File: src/hdl/tlcr_pkg.sv
// Shared types, constants and font lookup for the timecode LED column renderer.
// No dependencies.
`timescale 1ns / 1ps

package tlcr_pkg;

   localparam int FIELD_W   = 7;
   localparam int NUM_FLD   = 5;
   localparam int NUM_DIG   = 10;
   localparam int DIG_W     = 4;
   localparam int COL_IDX_W = 6;
   localparam int ROW_W     = 7;
   localparam int TC_W      = FIELD_W * NUM_FLD;
   localparam int REQ_DATA_W = 40;
   localparam int RSP_DATA_W = 16;

   localparam logic [FIELD_W-1:0] FIELD_MAX  = 7'd99;
   localparam logic [ROW_W-1:0]   SEP_COLON  = 7'h24;
   localparam logic [ROW_W-1:0]   SEP_DOT    = 7'h40;

   // layout columns holding the separator pixels
   localparam logic [COL_IDX_W-1:0] COLON_COL_A = 6'd12;
   localparam logic [COL_IDX_W-1:0] COLON_COL_B = 6'd25;
   localparam logic [COL_IDX_W-1:0] COLON_COL_C = 6'd38;
   localparam logic [COL_IDX_W-1:0] DOT_COL     = 6'd51;

   // controller to datapath
   typedef struct packed {
      logic load;
      logic commit;
      logic advance;
   } tlcr_cmd_type;

   // datapath to controller
   typedef struct packed {
      logic same;
      logic last;
   } tlcr_status_type;

   typedef logic [NUM_DIG-1:0][DIG_W-1:0] tlcr_digits_type;

   // first layout column of each digit
   function automatic logic [COL_IDX_W-1:0] digit_start(input int k);
      logic [COL_IDX_W-1:0] s;
      unique case (k)
         0:       s = 6'd1;
         1:       s = 6'd6;
         2:       s = 6'd14;
         3:       s = 6'd19;
         4:       s = 6'd27;
         5:       s = 6'd32;
         6:       s = 6'd40;
         7:       s = 6'd45;
         8:       s = 6'd53;
         default: s = 6'd58;
      endcase
      return s;
   endfunction

   // 5x7 digit font, bit 0 top row
   function automatic logic [ROW_W-1:0] font(input logic [DIG_W-1:0] d,
                                             input logic [2:0] c);
      logic [4:0][ROW_W-1:0] g;
      unique case (d)
         4'd0:    g = {7'h3E, 7'h45, 7'h49, 7'h51, 7'h3E};
         4'd1:    g = {7'h00, 7'h40, 7'h7F, 7'h42, 7'h00};
         4'd2:    g = {7'h46, 7'h49, 7'h49, 7'h49, 7'h72};
         4'd3:    g = {7'h31, 7'h4B, 7'h45, 7'h41, 7'h21};
         4'd4:    g = {7'h08, 7'h7F, 7'h08, 7'h08, 7'h0F};
         4'd5:    g = {7'h39, 7'h45, 7'h45, 7'h45, 7'h27};
         4'd6:    g = {7'h38, 7'h45, 7'h45, 7'h45, 7'h3A};
         4'd7:    g = {7'h07, 7'h09, 7'h71, 7'h01, 7'h01};
         4'd8:    g = {7'h36, 7'h49, 7'h49, 7'h49, 7'h36};
         4'd9:    g = {7'h3E, 7'h49, 7'h49, 7'h49, 7'h26};
         default: g = '0;
      endcase
      return (c < 3'd5) ? g[c] : '0;
   endfunction

endpackage

File: src/hdl/tlcr_ctrl.sv
// Controller FSM for the timecode LED column renderer.
// Depends on tlcr_pkg.
`timescale 1ns / 1ps

module tlcr_ctrl import tlcr_pkg::*; (
   input  logic            clock,
   input  logic            reset,
   input  logic            req_tvalid,
   output logic            req_tready,
   output logic            rsp_tvalid,
   input  logic            rsp_tready,
   input  tlcr_status_type status,
   output tlcr_cmd_type    cmd
);

   typedef enum logic [1:0] {
      ST_IDLE,
      ST_CHECK,
      ST_SEND
   } state_type;

   state_type state_ff, state_in;
   logic      ready_ff, ready_in;
   logic      valid_ff, valid_in;

   always_comb begin
      state_in    = state_ff;
      ready_in    = ready_ff;
      valid_in    = valid_ff;
      cmd.load    = 1'b0;
      cmd.commit  = 1'b0;
      cmd.advance = 1'b0;
      unique case (state_ff)
         ST_IDLE: begin
            ready_in = 1'b1;
            if (ready_ff && req_tvalid) begin
               cmd.load = 1'b1;
               ready_in = 1'b0;
               state_in = ST_CHECK;
            end
         end
         ST_CHECK: begin
            if (status.same) begin
               ready_in = 1'b1;
               state_in = ST_IDLE;
            end else begin
               cmd.commit = 1'b1;
               valid_in   = 1'b1;
               state_in   = ST_SEND;
            end
         end
         ST_SEND: begin
            if (rsp_tready) begin
               cmd.advance = 1'b1;
               if (status.last) begin
                  valid_in = 1'b0;
                  ready_in = 1'b1;
                  state_in = ST_IDLE;
               end
            end
         end
         default: state_in = ST_IDLE;
      endcase
   end

   always_ff @(posedge clock) begin
      if (reset) begin
         state_ff <= ST_IDLE;
         ready_ff <= 1'b0;
         valid_ff <= 1'b0;
      end else begin
         state_ff <= state_in;
         ready_ff <= ready_in;
         valid_ff <= valid_in;
      end
   end

   assign req_tready = ready_ff;
   assign rsp_tvalid = valid_ff;

endmodule

File: config.mk
export PLATFORM = sky130hd
export DESIGN_NAME = tlcr_ctrl
export DESIGN_NICKNAME = d
export VERILOG_FILES = /design/src/hdl/tlcr_pkg.sv /design/src/hdl/tlcr_ctrl.sv
export SDC_FILE = /design/constraint.sdc
export NUM_CORES = 1
export LEC_CHECK = 0
export BUFFER_PORTS_ARGS = -buffer_cell sky130_fd_sc_hd__buf_2
export CORE_AREA = 2 2 39 41
export DETAILED_ROUTE_END_ITERATION = 6
export DIE_AREA = 0 0 41 43
export PLACE_DENSITY = 0.49
export SYNTH_ARGS = -nofsm -noshare
export SYNTH_HDL_FRONTEND = slang
export SYNTH_SLANG_ARGS = --single-unit
export TNS_END_PERCENT = 5
File: constraint.sdc
create_clock -name clock -period 3.59 [get_ports clock]
set_clock_uncertainty 0.2 [all_clocks]
set_input_delay 0.5385 -clock clock [delete_from_list [all_inputs] [get_ports clock]]
set_output_delay 0.5385 -clock clock [all_outputs]
set_load 0.1 [all_outputs]
==> run metrics <==
cells along the critical path inv_1 > ha_1 > nand2b_1 > inv_1 > buf_2; total core area between 1000 and 1500 sq um; post-synth top area share roughly 28%; status completed; die area roughly 1800 sq um; CP startpoint kind register; hpwl dp between 400 and 500 microns; P_leak approximately 0.18 nW; Worst EP required approximately 2.9 ns; layout cells sized above 1 between 20% and 30%; Post-CTS Setup Bufs 0; Tot GR Track Use 8.44%; Yosys warning count 0; io pins 11; Async SR Flop Fraction 0%; critical path's slowest cell buf_2; critical path peak fanout 4; CP max stage delay approximately 0.42 ns; non-filler cells, final 63; Clock Path Buffers 2; Slew Viols, Final 0; DRT Pass-1 Iters 2; DRC 0; global route total overflow 0; Inserted Clock Buffers 3; R2R Setup Slk around 2.0 ns; Commonest cells post-synth dfxtp_1, ha_1, inv_1; final period utilization between 50% and 60%; Post-DRT Antenna Nets 0; post-DR vias/cell about 4.3; Worst slew margin about two thirds; Final Power approximately 0.15 mW; total number of H-tree levels 1; Clock Root Buffer clkbuf_4; P_int 0.0971 mW; Hold WC Path Type reg -> reg; Crit. End Element primary output; DR WL/cell roughly 9.5 microns; Vias ~270; Worst Path Class, Setup reg -> out; Top FF cell, synth dfxtp_1; Stages on worst setup path 5; Critical Path AT ~1.4 ns; largest net degree at the start of global routing 7; DR iter-0 viols 3; switching share of total power 37.0%; Mapped Area 285 sq um; Bufs and invs on worst path 3; Flop pwr share roughly 34%; Max Clk Rate between 400 and 500 MHz; global-route wire length before repair between 1 and 1.5 mm; worst slew pin tran 0.486 ns; register area share after synthesis between 20% and 30%; worst-case reg-to-reg path depth 5; Final nets slightly below 60; EDFF count, synth 0; CTS sink cnt 4; synth top area cells dfxtp_1, ha_1, a21oi_1; Max rail drop VDD 0.136 mV; Post-DP Area between 300 and 400 sq um; Final Hold Fails 0; Die Height between 40 and 50 microns; unique cell type count in the Yosys netlist 21; initial antenna violation count 0; GP Congestion 0.669; Gate Count Post-Synth 35; CTS Hold Bufs 0; logic gate share of total power between 30% and 40%; Final Cell Area approximately 370 sq um; Top delay family on crit path buffers and inverters; Worst-Skew Late Latency between 0.2 and 0.25 ns; P_sw 0.0571 mW; ant diodes 0; Initial Util 20.6%; Final Critical Period between 2 and 2.5 ns; net count after synthesis 45; DRT Wirelength just under 600 microns; TNS Setup 0 ns; Synth area leader dfxtp_1; Port Buffers 10; Worst-path clk slew approximately 0.030 ns; max cap viols 0; Cell Pwr Density approximately 420 nW/um^2; Setup violations, final 0; RSZ-0062 raised after global routing no; Die X a little over 40 microns; cts repair resizes 0; Synth Area per Inst 8.15 sq um; area grow syn2layout 29.8%; Hold Crit Depth 2; vias in the first global route about 270; Clock power frac 34.2%; most used cell, CP inv_1; CTS tree built; Core Rows 14; Yosys reg bits 4; placed insts 60
==> power groups by stage <==
stage	Clock [mW]	Combinational, mW	Sequential, mW
finish	0.0528	0.0499	0.0516
global placement	0	0.0499	0.0521
detailed placement	0	0.0500	0.0521
floorplan	0	0.0261	0.0657
global route	0.0570	0.0534	0.0521
CTS	0.0571	0.0502	0.0515
==> stage by stage <==
step	setup WS (ns)	util [%]	hold WS, ns
2_1_floorplan	0.935	-	0.281
4_1_cts	1.43	26.8	0.272
6_report	1.44	26.8	0.269
5_1_grt	1.33	26.8	0.284
3_3_place_gp	1.54	25.1	0.267
3_5_place_dp	1.53	25.1	0.266
==> flip-flops by register name (all words and copies together), names as in the netlist <==
name / cells
state_ff: 2
rsp_tvalid: 1
req_tready: 1
==> logic make-up after synthesis <==
family,count (synthesis),share of synthesized area (%)
compound gates,11,26.8
simple gates,11,19.7
flops,4,28.1
fa+ha+maj,4,17.5
buf+inv,5,7.89
==> per-layer routing <==
layer,wire [microns],vias to the layer above,track usage (%)
li1,-,144,-
met1,257,120,9.68
met2,310,4,13.1
met3,27,0,1.57
met4,0,0,6.00
met5,0,-,0
==> final timing paths <==
path,startpoint,endpoint
hold reg to reg,rsp_tvalid,rsp_tvalid
hold / removal,rsp_tvalid,rsp_tvalid
setup reg to reg,state_ff[0],state_ff[1]
setup / recovery,state_ff[1],cmd[1]
==> final cells by class <==
cell class	instances	area, sq um
timing repair buffer	10	50.0
fill	161	1010
tap	16	20.0
sequential	4	80.1
inverter	4	15.0
clock buffer	3	22.5
multi-input combinational	26	183
==> cells in the final DEF (no fill, tap or decap), types with 2 or more instances in the layout <==
cell      instances
inv_1             4
buf_2            10
nand2_1           2
ha_1              4
nor2_1            2
dfxtp_1           4
clkbuf_4          3
a21oi_1           3
and2_1            2
==> worst min-delay path, stage by stage (launching register included) <==
cell and delay (ns):
dfxtp_1 0.31, nand2_1 0.05, a21oi_1 0.05
No activity file was read; power rests on OpenSTA's default activity.
